--- config.mk ---
export PLATFORM = sky130hd
export DESIGN_NAME = sm3_hash_byte_stream_flat
export DESIGN_NICKNAME = d
export VERILOG_FILES = /design/src/rtl/sm3_pkg.sv /design/src/rtl/sm3_channels.sv /design/src/rtl/sm3_hash_byte_stream.sv /design/src/flat_wrapper.sv
export SDC_FILE = /design/constraint.sdc
export NUM_CORES = 2
export LEC_CHECK = 0
export BUFFER_PORTS_ARGS = -buffer_cell sky130_fd_sc_hd__buf_2
export CORE_ASPECT_RATIO = 0.8
export CORE_MARGIN = 2
export CORE_UTILIZATION = 58
export DETAILED_ROUTE_END_ITERATION = 6
export GPL_TIMING_DRIVEN = 0
export PLACE_DENSITY = 0.89
export SYNTH_ARGS = -nofsm -noshare
export SYNTH_HDL_FRONTEND = slang
export SYNTH_SLANG_ARGS = --single-unit
--- constraint.sdc ---
create_clock -name clock -period 15.7 [get_ports clock]
set_clock_uncertainty 0.2 [all_clocks]
set_input_delay 3.14 -clock clock [delete_from_list [all_inputs] [get_ports clock]]
set_output_delay 3.14 -clock clock [all_outputs]
set_load 0.01 [all_outputs]
--- src/rtl/sm3_pkg.sv ---
`default_nettype none
// ============================================================================
// sm3_pkg
// Constants and helper functions shared by the SM3 byte-stream hash block.
// ============================================================================
package sm3_pkg;

   localparam int unsigned WordWidth  = 32;
   localparam int unsigned ByteWidth  = 8;
   localparam int unsigned CountWidth = 64;
   localparam int unsigned IndexWidth = 3;

   localparam logic CMD_ABSORB = 1'b0;
   localparam logic CMD_FINISH = 1'b1;

   localparam logic [WordWidth-1:0] SM3_IV [8] = '{
      32'h7380166f, 32'h4914b2b9, 32'h172442d7, 32'hda8a0600,
      32'ha96f30bc, 32'h163138aa, 32'he38dee4d, 32'hb0fb0e4e
   };

   localparam logic [WordWidth-1:0] T_LOW  = 32'h79cc4519;
   localparam logic [WordWidth-1:0] T_HIGH = 32'h7a879d8a;
   localparam logic [ByteWidth-1:0] PAD_MARK = 8'h80;

   function automatic logic [WordWidth-1:0] rotl32(input logic [WordWidth-1:0] x,
                                                   input logic [4:0] k);
      logic [2*WordWidth-1:0] d;
      d = {x, x} << k;
      return d[2*WordWidth-1:WordWidth];
   endfunction

   function automatic logic [WordWidth-1:0] perm0(input logic [WordWidth-1:0] x);
      return x ^ rotl32(x, 5'd9) ^ rotl32(x, 5'd17);
   endfunction

   function automatic logic [WordWidth-1:0] perm1(input logic [WordWidth-1:0] x);
      return x ^ rotl32(x, 5'd15) ^ rotl32(x, 5'd23);
   endfunction

   // Round constant already rotated by (round mod 32)
   function automatic logic [WordWidth-1:0] t_rot(input logic [5:0] round);
      logic [WordWidth-1:0] t;
      t = (round < 6'd16) ? T_LOW : T_HIGH;
      return rotl32(t, round[4:0]);
   endfunction

endpackage
`default_nettype wire

--- src/rtl/sm3_channels.sv ---
`default_nettype none
// ============================================================================
// sm3_channels
// Valid/ready channel interfaces for the SM3 request and digest response.
// ============================================================================
interface sm3_req_if;
   logic       valid;
   logic       ready;
   logic       command;
   logic [7:0] data_byte;

   modport source (output valid, output command, output data_byte, input ready);
   modport sink   (input valid, input command, input data_byte, output ready);
endinterface

interface sm3_rsp_if;
   logic        valid;
   logic        ready;
   logic [31:0] digest_word;
   logic [2:0]  word_index;
   logic        last;

   modport source (output valid, output digest_word, output word_index, output last,
                   input ready);
   modport sink   (input valid, input digest_word, input word_index, input last,
                   output ready);
endinterface
`default_nettype wire

--- src/rtl/sm3_hash_byte_stream.sv ---
`default_nettype none
// ============================================================================
// sm3_hash_byte_stream
// SM3 hash over a byte stream, one shared round unit under a small sequencer.
//
// Request channel (req_ch): command 0 absorbs data_byte, command 1 pads and
// finishes the message. Response channel (rsp_ch): eight digest words, most
// significant first, with word_index and last on the eighth word.
// An absorb shifts one byte into the message window; every 64th byte of a
// message also runs the compression, 64 rounds at one round per cycle. A
// finish shifts in the padding one byte a cycle: 0x80 and zeros up to byte
// 56 of the block (1 to 56 bytes); when fewer than 9 bytes remain the block
// is zero-filled and compressed first. Then come 8 length bytes and the 64
// rounds of the last block, after which the digest words are offered. The
// round unit works on the 16-word window that the byte shifter fills.
// req_ch.ready is high only while the block is idle.
// The digest is held while rsp_ch.ready is low; the next message starts
// after the last word is taken, with the chaining value back at the IV.
// Reset (synchronous) loads the IV, clears the bit count and returns to idle.
// ============================================================================
module sm3_hash_byte_stream (
   input  wire            clock,
   input  wire            reset,
   sm3_req_if.sink        req_ch,
   sm3_rsp_if.source      rsp_ch
);
   import sm3_pkg::*;

   typedef enum logic [4:0] {
      S_IDLE  = 5'b00001,
      S_PAD   = 5'b00010,
      S_LEN   = 5'b00100,
      S_ROUND = 5'b01000,
      S_OUT   = 5'b10000
   } state_type;

   state_type              state_ff, state_in;
   state_type              ret_ff, ret_in;
   logic [5:0]             round_ff, round_in;
   logic [IndexWidth-1:0]  out_idx_ff, out_idx_in;
   logic                   pad_first_ff, pad_first_in;
   logic [CountWidth-1:0]  bit_count_ff, bit_count_in;
   logic [CountWidth-1:0]  msg_bits_ff, msg_bits_in;
   logic [WordWidth-1:0]   chain_ff [8];
   logic [WordWidth-1:0]   chain_in [8];
   logic [WordWidth-1:0]   win_ff [16];
   logic [WordWidth-1:0]   win_in [16];
   logic [WordWidth-1:0]   v_ff [8];
   logic [WordWidth-1:0]   v_in [8];

   logic                   req_take;
   logic                   rsp_take;
   logic                   shift_en;
   logic [ByteWidth-1:0]   shift_byte;
   logic [5:0]             pos;

   // round datapath
   logic [WordWidth-1:0]   a12, ss1, ss2, ffv, ggv, tt1, tt2, w_new;
   logic [WordWidth-1:0]   v_next [8];

   assign req_ch.ready = (state_ff == S_IDLE);
   assign req_take     = req_ch.valid && req_ch.ready;
   assign rsp_ch.valid = (state_ff == S_OUT);
   assign rsp_take     = rsp_ch.valid && rsp_ch.ready;
   assign rsp_ch.digest_word = chain_ff[out_idx_ff];
   assign rsp_ch.word_index  = out_idx_ff;
   assign rsp_ch.last        = (out_idx_ff == 3'd7);

   assign pos = bit_count_ff[8:3];

   always_comb begin
      a12   = rotl32(v_ff[0], 5'd12);
      ss1   = rotl32(a12 + v_ff[4] + t_rot(round_ff), 5'd7);
      ss2   = ss1 ^ a12;
      if (round_ff < 6'd16) begin
         ffv = v_ff[0] ^ v_ff[1] ^ v_ff[2];
         ggv = v_ff[4] ^ v_ff[5] ^ v_ff[6];
      end else begin
         ffv = (v_ff[0] & v_ff[1]) | (v_ff[0] & v_ff[2]) | (v_ff[1] & v_ff[2]);
         ggv = (v_ff[4] & v_ff[5]) | (~v_ff[4] & v_ff[6]);
      end
      tt1   = ffv + v_ff[3] + ss2 + (win_ff[0] ^ win_ff[4]);
      tt2   = ggv + v_ff[7] + ss1 + win_ff[0];
      w_new = perm1(win_ff[0] ^ win_ff[7] ^ rotl32(win_ff[13], 5'd15))
            ^ rotl32(win_ff[3], 5'd7) ^ win_ff[10];
      v_next[0] = tt1;
      v_next[1] = v_ff[0];
      v_next[2] = rotl32(v_ff[1], 5'd9);
      v_next[3] = v_ff[2];
      v_next[4] = perm0(tt2);
      v_next[5] = v_ff[4];
      v_next[6] = rotl32(v_ff[5], 5'd19);
      v_next[7] = v_ff[6];
   end

   always_comb begin
      state_in     = state_ff;
      ret_in       = ret_ff;
      round_in     = round_ff;
      out_idx_in   = out_idx_ff;
      pad_first_in = pad_first_ff;
      bit_count_in = bit_count_ff;
      msg_bits_in  = msg_bits_ff;
      chain_in     = chain_ff;
      win_in       = win_ff;
      v_in         = v_ff;
      shift_en     = 1'b0;
      shift_byte   = '0;

      case (state_ff)
         S_IDLE: begin
            if (req_take) begin
               if (req_ch.command == CMD_ABSORB) begin
                  shift_en   = 1'b1;
                  shift_byte = req_ch.data_byte;
                  if (pos == 6'd63) begin
                     state_in = S_ROUND;
                     ret_in   = S_IDLE;
                  end
               end else begin
                  msg_bits_in  = bit_count_ff;
                  pad_first_in = 1'b1;
                  state_in     = S_PAD;
               end
            end
         end
         S_PAD: begin
            shift_en     = 1'b1;
            shift_byte   = pad_first_ff ? PAD_MARK : '0;
            pad_first_in = 1'b0;
            if (pos == 6'd63) begin
               // block full before the length fits: compress, then keep padding
               state_in = S_ROUND;
               ret_in   = S_PAD;
            end else if (pos == 6'd55) begin
               state_in = S_LEN;
            end
         end
         S_LEN: begin
            shift_en    = 1'b1;
            shift_byte  = msg_bits_ff[CountWidth-1 -: ByteWidth];
            msg_bits_in = {msg_bits_ff[CountWidth-ByteWidth-1:0], {ByteWidth{1'b0}}};
            if (pos == 6'd63) begin
               state_in = S_ROUND;
               ret_in   = S_OUT;
            end
         end
         S_ROUND: begin
            v_in     = v_next;
            round_in = round_ff + 6'd1;
            for (int i = 0; i < 15; i++) begin
               win_in[i] = win_ff[i+1];
            end
            win_in[15] = w_new;
            if (round_ff == 6'd63) begin
               for (int i = 0; i < 8; i++) begin
                  chain_in[i] = chain_ff[i] ^ v_next[i];
               end
               state_in   = ret_ff;
               out_idx_in = '0;
            end
         end
         S_OUT: begin
            if (rsp_take) begin
               out_idx_in = out_idx_ff + 3'd1;
               if (out_idx_ff == 3'd7) begin
                  chain_in     = SM3_IV;
                  bit_count_in = '0;
                  state_in     = S_IDLE;
               end
            end
         end
         default: begin
            state_in = S_IDLE;
         end
      endcase

      if (shift_en) begin
         // byte-wide shift of the 512-bit window keeps words big-endian
         for (int i = 0; i < 15; i++) begin
            win_in[i] = {win_ff[i][WordWidth-ByteWidth-1:0],
                         win_ff[i+1][WordWidth-1 -: ByteWidth]};
         end
         win_in[15]   = {win_ff[15][WordWidth-ByteWidth-1:0], shift_byte};
         bit_count_in = bit_count_ff + 64'd8;
         if (pos == 6'd63) begin
            v_in     = chain_ff;
            round_in = '0;
         end
      end
   end

   always_ff @(posedge clock) begin
      if (reset) begin
         state_ff     <= S_IDLE;
         ret_ff       <= S_IDLE;
         round_ff     <= '0;
         out_idx_ff   <= '0;
         pad_first_ff <= 1'b0;
         bit_count_ff <= '0;
         chain_ff     <= SM3_IV;
      end else begin
         state_ff     <= state_in;
         ret_ff       <= ret_in;
         round_ff     <= round_in;
         out_idx_ff   <= out_idx_in;
         pad_first_ff <= pad_first_in;
         bit_count_ff <= bit_count_in;
         chain_ff     <= chain_in;
      end
   end

   always_ff @(posedge clock) begin
      msg_bits_ff <= msg_bits_in;
      win_ff      <= win_in;
      v_ff        <= v_in;
   end

   // ---------------------------------------------------------------------
   // assertions
   // ---------------------------------------------------------------------
   a_no_overlap: assert property (@(posedge clock) disable iff (reset)
      rsp_ch.valid |-> !req_ch.ready)
      else $error("request accepted while digest pending");

   a_last_ends: assert property (@(posedge clock) disable iff (reset)
      (rsp_ch.valid && rsp_ch.ready && rsp_ch.last) |=> !rsp_ch.valid)
      else $error("response valid after last word");

   a_index_step: assert property (@(posedge clock) disable iff (reset)
      (rsp_ch.valid && rsp_ch.ready && !rsp_ch.last) |=>
         (rsp_ch.word_index == 3'($past(rsp_ch.word_index) + 3'd1)))
      else $error("digest word index skipped");

   a_rounds_end: assert property (@(posedge clock) disable iff (reset)
      (state_ff == S_ROUND && round_ff == 6'd63) |=> state_ff != S_ROUND)
      else $error("compression ran past 64 rounds");

   a_count_cleared: assert property (@(posedge clock) disable iff (reset)
      (rsp_ch.valid && rsp_ch.ready && rsp_ch.last) |=> bit_count_ff == '0)
      else $error("bit count not cleared after digest");

endmodule
`default_nettype wire

--- src/flat_wrapper.sv ---
// flat-port wrapper written by rule: the top's interface ports become plain ports
module sm3_hash_byte_stream_flat import sm3_pkg::*;
  (clock, reset, req_ch_valid, req_ch_command, req_ch_data_byte, req_ch_ready, rsp_ch_valid, rsp_ch_digest_word, rsp_ch_word_index, rsp_ch_last, rsp_ch_ready);
  sm3_req_if req_ch_i ();
  sm3_rsp_if rsp_ch_i ();
  input  wire clock;
  input  wire reset;
  input wire logic [$bits(req_ch_i.valid)-1:0] req_ch_valid;
  input wire logic [$bits(req_ch_i.command)-1:0] req_ch_command;
  input wire logic [$bits(req_ch_i.data_byte)-1:0] req_ch_data_byte;
  output wire logic [$bits(req_ch_i.ready)-1:0] req_ch_ready;
  output wire logic [$bits(rsp_ch_i.valid)-1:0] rsp_ch_valid;
  output wire logic [$bits(rsp_ch_i.digest_word)-1:0] rsp_ch_digest_word;
  output wire logic [$bits(rsp_ch_i.word_index)-1:0] rsp_ch_word_index;
  output wire logic [$bits(rsp_ch_i.last)-1:0] rsp_ch_last;
  input wire logic [$bits(rsp_ch_i.ready)-1:0] rsp_ch_ready;
  assign req_ch_i.valid = req_ch_valid;
  assign req_ch_i.command = req_ch_command;
  assign req_ch_i.data_byte = req_ch_data_byte;
  assign req_ch_ready = req_ch_i.ready;
  assign rsp_ch_valid = rsp_ch_i.valid;
  assign rsp_ch_digest_word = rsp_ch_i.digest_word;
  assign rsp_ch_word_index = rsp_ch_i.word_index;
  assign rsp_ch_last = rsp_ch_i.last;
  assign rsp_ch_i.ready = rsp_ch_ready;
  sm3_hash_byte_stream u_core (.clock(clock), .reset(reset), .req_ch(req_ch_i), .rsp_ch(rsp_ch_i));
endmodule
# Yosys cells after proc, flatten, opt, wreduce, memory -nomap -nowiden

Cells that the tools add are included.

$add $sub $neg: 11
$lt $le $gt $ge: 2
Equal/unequal tests: 19
Shift operators: 1
Muxes and demuxes: 53
Bitwise operators: 32
Reduce and logical (&&, ||, !) cells: 18

Operator list:

| operator              | count |
|---|---|
| $mux 256              | 6 |
| $mux 512              | 2 |
| $xor 32x32->32        | 22 |
| $pmux 256 s2          | 1 |
| $mux 64               | 6 |
| $add 32x32->32        | 8 |
| $and 32x32->32        | 5 |
| $mux 32               | 4 |
| $pmux 64 s2           | 1 |
| $bmux 32 s3           | 1 |
| $or 32x32->32         | 3 |
| $mux 5                | 13 |
| $add 64x4->64 const B | 1 |
| $shl 64x5->64         | 1 |
| $not 32->32           | 1 |
| $mux 26               | 1 |
| $pmux 5 s5            | 1 |
| $mux 8                | 3 |
| $pmux 8 s3            | 1 |
| $eq 6x6->1 const B    | 3 |
| $mux 6                | 3 |
| $pmux 5 s3            | 1 |
| $reduce_bool 2->1     | 7 |
| $ne 2x2->1 const B    | 6 |
| other kinds (24)      | 35 |

Bits in registers: 1172
Input bits: 13
Output and inout port bits: 38

# Depth between registers and ports, before layout

Depth after elaboration: 12
Depth in mapped cells: 44
Depth with buffers taken out: 40

# Worst setup path before layout

No wires, ideal clock.

Kind: input-to-reg
From: in req_ch_command
To: reg u_core.win_ff[0] (netlist name) (enable)
Arrival: 12.408 ns
Required time: 11.853 ns
Slack: -0.555 ns
Cell stages on the path: 5
Path through: nand2b_1 o32a_1 clkbuf_1 clkbuf_1 nand2_1

Word-level cells in the longest chain between the ends: 4

Ends and longest elaborated chain:

| element                     | line                        | text |
|---|---|---|
| start, declared             | flat_wrapper.sv:9           | `input wire logic [$bits(req_ch_i.command)-1:0] req_ch_command;` |
| $mux 1                      | sm3_hash_byte_stream.sv:113 | `if (req_ch.command == CMD_ABSORB) begin` |
| $mux 1                      | sm3_hash_byte_stream.sv:112 | `if (req_take) begin` |
| $pmux 1 s2                  | sm3_hash_byte_stream.sv:110 | `case (state_ff)` |
| $reduce_bool 2->1 (no line) | -                           |  |
| end signal, assigned        | sm3_hash_byte_stream.sv:215 | `win_ff <= win_in;` |
| end, declared               | sm3_hash_byte_stream.sv:46  | `logic [WordWidth-1:0] win_ff [16];` |

No other way between the ends.
A chain may end at the register's enable or synchronous reset.

# Worst setup path after layout

From: reg u_core.round_ff[4]
To: reg u_core.chain_ff[249] (netlist name)

Word-level cells in the longest chain between the ends: 10

Ends and longest elaborated chain:

| element                      | line                                      | text |
|---|---|---|
| start, declared              | sm3_hash_byte_stream.sv:39                | `logic [5:0] round_ff, round_in;` |
| start signal, assigned       | sm3_hash_byte_stream.sv:205               | `round_ff <= round_in;` |
| $lt 6x5->1                   | sm3_pkg.sv:43, sm3_hash_byte_stream.sv:75 |  |
| $mux 26                      | sm3_pkg.sv:43                             | `t = (round < 6'd16) ? T_LOW : T_HIGH;` |
| $shl 64x5->64                | sm3_pkg.sv:28                             | `d = {x, x} << k;` |
| $add 32x32->32               | sm3_hash_byte_stream.sv:73                | `ss1 = rotl32(a12 + v_ff[4] + t_rot(round_ff), 5'd7);` |
| $xor 32x32->32               | sm3_hash_byte_stream.sv:74                | `ss2 = ss1 ^ a12;` |
| $add 32x32->32 (2 in series) | sm3_hash_byte_stream.sv:82                | `tt1 = ffv + v_ff[3] + ss2 + (win_ff[0] ^ win_ff[4]);` |
| $xor 32x32->32               | sm3_hash_byte_stream.sv:157               | `chain_in[i] = chain_ff[i] ^ v_next[i];` |
| $mux 256                     | sm3_hash_byte_stream.sv:155               | `if (round_ff == 6'd63) begin` |
| $pmux 256 s2                 | sm3_hash_byte_stream.sv:110               |  |
| end signal, assigned         | sm3_hash_byte_stream.sv:209               | `chain_ff <= chain_in;` |
| end, declared                | sm3_hash_byte_stream.sv:44                | `logic [WordWidth-1:0] chain_ff [8];` |

Parallel ways exist; a longest one is shown, timed or not. The select of a mux whose other input is x is not followed.

==> impl_metrics.csv <==
group,metric,value,unit
outcome,outcome,"finished, violations left",
outcome,violations,"design-rule violations, max-capacitance violations, max-slew violations",
yosys,postSynthNetCount,7686,
grt,first_global_vias,53670,
sta,setup_total_negative_slack,0,ns
setup_path,slowest_delay,0.99,ns
cells_and_area,multi_input_comb_area,33340,um^2
setup_path,critPathCaptureType,"register",
min_path,hold_path_class,"register to register",
drt,ant_nets,0,
yosys,synth_top_cells_by_count,"sky130_fd_sc_hd__nand2_1 (2343), sky130_fd_sc_hd__dfxtp_1 (591), sky130_fd_sc_hd__edfxtp_1 (573)",
grt,overflow,0,
grt,track_usage,46.93,%
sta,unrepaired_setup_endpoints_after_global_routing,"false",
yosys,syn_area,65020,um^2
power_and_ir_drop,power_density,186.1,nW/um^2
yosys,synth.avg_cell_area,8.806,um^2
cells_and_area,drive_above_1_share,5.371,%
cells_and_area,syn2layout_area_growth,9.600,%
cells_and_area,register_area,29040,um^2
die,dieArea,114800,um^2
cts,cts_tree,"built",
yosys,yosysTopAreaCellShare,26.46,%
placement,dp_hpwl,209500,um
cts,cts_sinks,1164,
die,placeableCoreArea,110900,um^2
cells_and_area,final_nets,7857,
yosys,synthesized_flop_and_latch_total,1164,
placement,dpl-instance-area,67300,um^2
drt,drt-vias-per-instance,6.409,
cells_and_area,num-fill-cells,8962,
yosys,synth-warning-count,0,
die,placement_rows,109,
power_and_ir_drop,irDropWorstVdd,0.4146,mV
cts,cts.hold.buffers_added,0,
setup_path,regToRegSetupSlack,0.34,ns
cts,cts-buffers-inserted,113,
die,die_width,378.3,um
yosys,yosys.cell_count.top_type,"sky130_fd_sc_hd__nand2_1",
yosys,synth_seq_area_share,44.66,%
power_and_ir_drop,leakage,0.02976,uW
cts,post-cts-setup-buffers,0,
yosys,synthesized_instance_count,7384,
sta,tightestPinTransition,1.613,ns
sta,finalSetupViolations,0,
yosys,synthDistinctLibCells,85,
cells_and_area,final_design_area_no_fill,71260,um^2
setup_path,worst_ep_arrival_time,15.78,ns
die,start_util,58.64,%
cells_and_area,final_core_utilization,64.27,%
cts,cts.reportedPaths.clkPinSlew,0.07,ns
grt,grt_start_max_net_pins,131,
grt,grt_antenna_before_repair,15,
yosys,synth_area_leaders,"sky130_fd_sc_hd__edfxtp_1 (26%), sky130_fd_sc_hd__dfxtp_1 (18%), sky130_fd_sc_hd__nand2_1 (14%)",
sta,fin_hold_ws,0.2716,ns
placement,port_buffer_count,50,
sta,timing.final.crit_period,15.36,ns
setup_path,critical_path_peak_fanout,13,
sta,max-slew-margin-rel,-7.564,%
drt,drc_errors,1,
drt,length_of_the_first_detailed_routing_pass_in_iterations,7,
die,die_h,303.5,um
sta,finalHoldViolCount,0,
placement,gp_congestion,1.055,
yosys,synth_async_sr_flop_share,0,%
sta,slew_violations,33,
setup_path,startpoint_type,"register",
die,ios,51,
yosys,edff_count_synth,573,
setup_path,setup.worst_path.class,"register to register",
yosys,post-synth-top-area-cell,"sky130_fd_sc_hd__edfxtp_1",
drt,first_iter_violations,9806,
cts,clock_latency,0.78,ns
drt,aggregate_routed_wire_length,272300,um
setup_path,timing.critical_path.required,16.13,ns
cts,h-tree-depth,3,
flow_run,cap_violations,3,
drt,wl_per_cell,29.74,um
cts,post_cts_resized,0,
drt,vias,58690,
sta,achievable-frequency,0.06511,GHz
sta,min_period_over_period,97.83,%
setup_path,crit_slowest_cell,"sky130_fd_sc_hd__a211oi_1",
grt,grt_first_pass_wirelength,382500,um
cts,worst_case_clock_buffer_depth,3,
cts,clockRootBuffer,"sky130_fd_sc_hd__clkbuf_16",
yosys,synthFlopType,"sky130_fd_sc_hd__dfxtp_1",
setup_path,worst_path_most_repeated_cell,"sky130_fd_sc_hd__o21ai_0",
==> per-layer routing <==
layer	GRT usage, %	part of all wire [%]
met5	0	0.068
met4	27.96	7.5
met3	15.72	15
met2	66.03	40
met1	62.96	37
==> power by group <==
group          internal (uW)  leakage, uW  total [uW]  switching (uW)
logic                   2010       0.0177        6380            4360
clock network           1640      0.00194        2950            1300
registers               3630       0.0102        3940             313
==> layout by cell type (no fill, tap or decap), types with 14 or more instances in the layout <==
| cell type | Yosys | routed |
|---|---|---|
| sky130_fd_sc_hd__dfxtp_1 | 591 | 591 |
| sky130_fd_sc_hd__edfxtp_1 | 573 | 573 |
| sky130_fd_sc_hd__ha_1 | 101 | 101 |
| sky130_fd_sc_hd__xnor2_1 | 360 | 360 |
| sky130_fd_sc_hd__and3_1 | 133 | 133 |
| sky130_fd_sc_hd__mux4_2 | 64 | 64 |
| sky130_fd_sc_hd__nand4_1 | 16 | 16 |
| sky130_fd_sc_hd__or2_2 | 19 | 19 |
| sky130_fd_sc_hd__clkbuf_16 | 0 | 116 |
| sky130_fd_sc_hd__o21a_1 | 29 | 29 |
| sky130_fd_sc_hd__a21oi_1 | 312 | 312 |
| sky130_fd_sc_hd__clkbuf_1 | 382 | 393 |
| sky130_fd_sc_hd__and2_1 | 19 | 19 |
| sky130_fd_sc_hd__buf_1 | 27 | 26 |
| sky130_fd_sc_hd__nor3_1 | 27 | 27 |
| sky130_fd_sc_hd__nor2_1 | 534 | 534 |
| sky130_fd_sc_hd__mux2i_1 | 98 | 98 |
| sky130_fd_sc_hd__a21o_1 | 61 | 61 |
| sky130_fd_sc_hd__a211oi_1 | 15 | 15 |
| sky130_fd_sc_hd__a31o_2 | 16 | 16 |
| sky130_fd_sc_hd__o21ai_0 | 333 | 333 |
| sky130_fd_sc_hd__nand2b_1 | 17 | 17 |
| sky130_fd_sc_hd__clkinv_2 | 0 | 26 |
| sky130_fd_sc_hd__mux2_2 | 44 | 44 |
| sky130_fd_sc_hd__nand2_1 | 2343 | 2341 |
| sky130_fd_sc_hd__xor2_1 | 182 | 182 |
| sky130_fd_sc_hd__nor2b_1 | 16 | 16 |
| sky130_fd_sc_hd__or3_1 | 49 | 49 |
| sky130_fd_sc_hd__fa_1 | 188 | 188 |
| sky130_fd_sc_hd__a31oi_1 | 243 | 243 |
| sky130_fd_sc_hd__clkbuf_8 | 0 | 14 |
| sky130_fd_sc_hd__inv_1 | 290 | 290 |
| sky130_fd_sc_hd__buf_2 | 1 | 52 |
| sky130_fd_sc_hd__nand3_1 | 99 | 99 |
| sky130_fd_sc_hd__o211ai_1 | 32 | 32 |
==> through the flow <==
stage               std cells  setup WS (ns)  total power (uW)
global placement         8932         0.5533              9959
floorplan                7384          4.664              7632
finish                   9157         0.3406             13260
detailed placement       8938         0.6299              9933
CTS                      9150         0.5662             12850
global route             9154         0.3066             13550
==> final cells by class <==
cell class | instances | share of cell area [%]
clock inverters | 70 | 1.120
diodes | 7 | 0.02458
clock buffers | 142 | 4.407
multi-input cells | 5513 | 46.79
inverters | 293 | 1.543
plain buffers | 414 | 2.202
repair buffers | 56 | 0.5408
well taps | 1498 | 2.630
flip-flops and latches | 1164 | 40.75
==> path summary, 6_finish.rpt <==
path              cells past startpoint                                 to                          start
setup / recovery                     40  u_core.chain_ff[249]$_SDFFE_PP1P_  u_core.round_ff[4]$_SDFF_PP0_
hold / removal                        2      u_core.ret_ff[1]$_SDFFE_PP0P_  u_core.ret_ff[1]$_SDFFE_PP0P_
setup reg to reg                     40  u_core.chain_ff[249]$_SDFFE_PP1P_  u_core.round_ff[4]$_SDFF_PP0_
hold reg to reg                       2      u_core.ret_ff[1]$_SDFFE_PP0P_  u_core.ret_ff[1]$_SDFFE_PP0P_
==> cell families (layout without fill, tap and decap cells) <==
kind of cell | after synthesis | after routing | share of synthesized area [%]
AOI/OAI and AO/OA | 1148 | 1148 | 10.50
xor gates and xnor gates | 558 | 558 | 7.861
adders and majority gates | 289 | 289 | 7.732
buffers and inverters | 707 | 975 | 4.101
DFF | 1164 | 1164 | 44.66
muxes | 206 | 206 | 4.487
other | 0 | 7 | 0
and+or+nand+nor | 3312 | 3312 | 20.66
==> state kept, by name (all words and copies together) (netlist names), 3 cells and up <==
signal	count
u_core.win_ff	512
u_core.chain_ff	256
u_core.v_ff	224
u_core.bit_count_ff	61
u_core.msg_bits_ff	61
u_core.a12	32
u_core.round_ff	6
u_core.state_ff	5
u_core.ret_ff	3
u_core.rsp_ch.word_index	3
==> critical path: cells and delay by family (launching register included) <==
kind	cells	cell delay, ns
simple gates	6	0.90
buf+inv	8	3.19
compound gates	16	5.54
fa+ha+maj	7	3.02
flops	1	0.31
xor+xnor	3	2.04
Note: power is estimated with default switching activity, not from simulation.
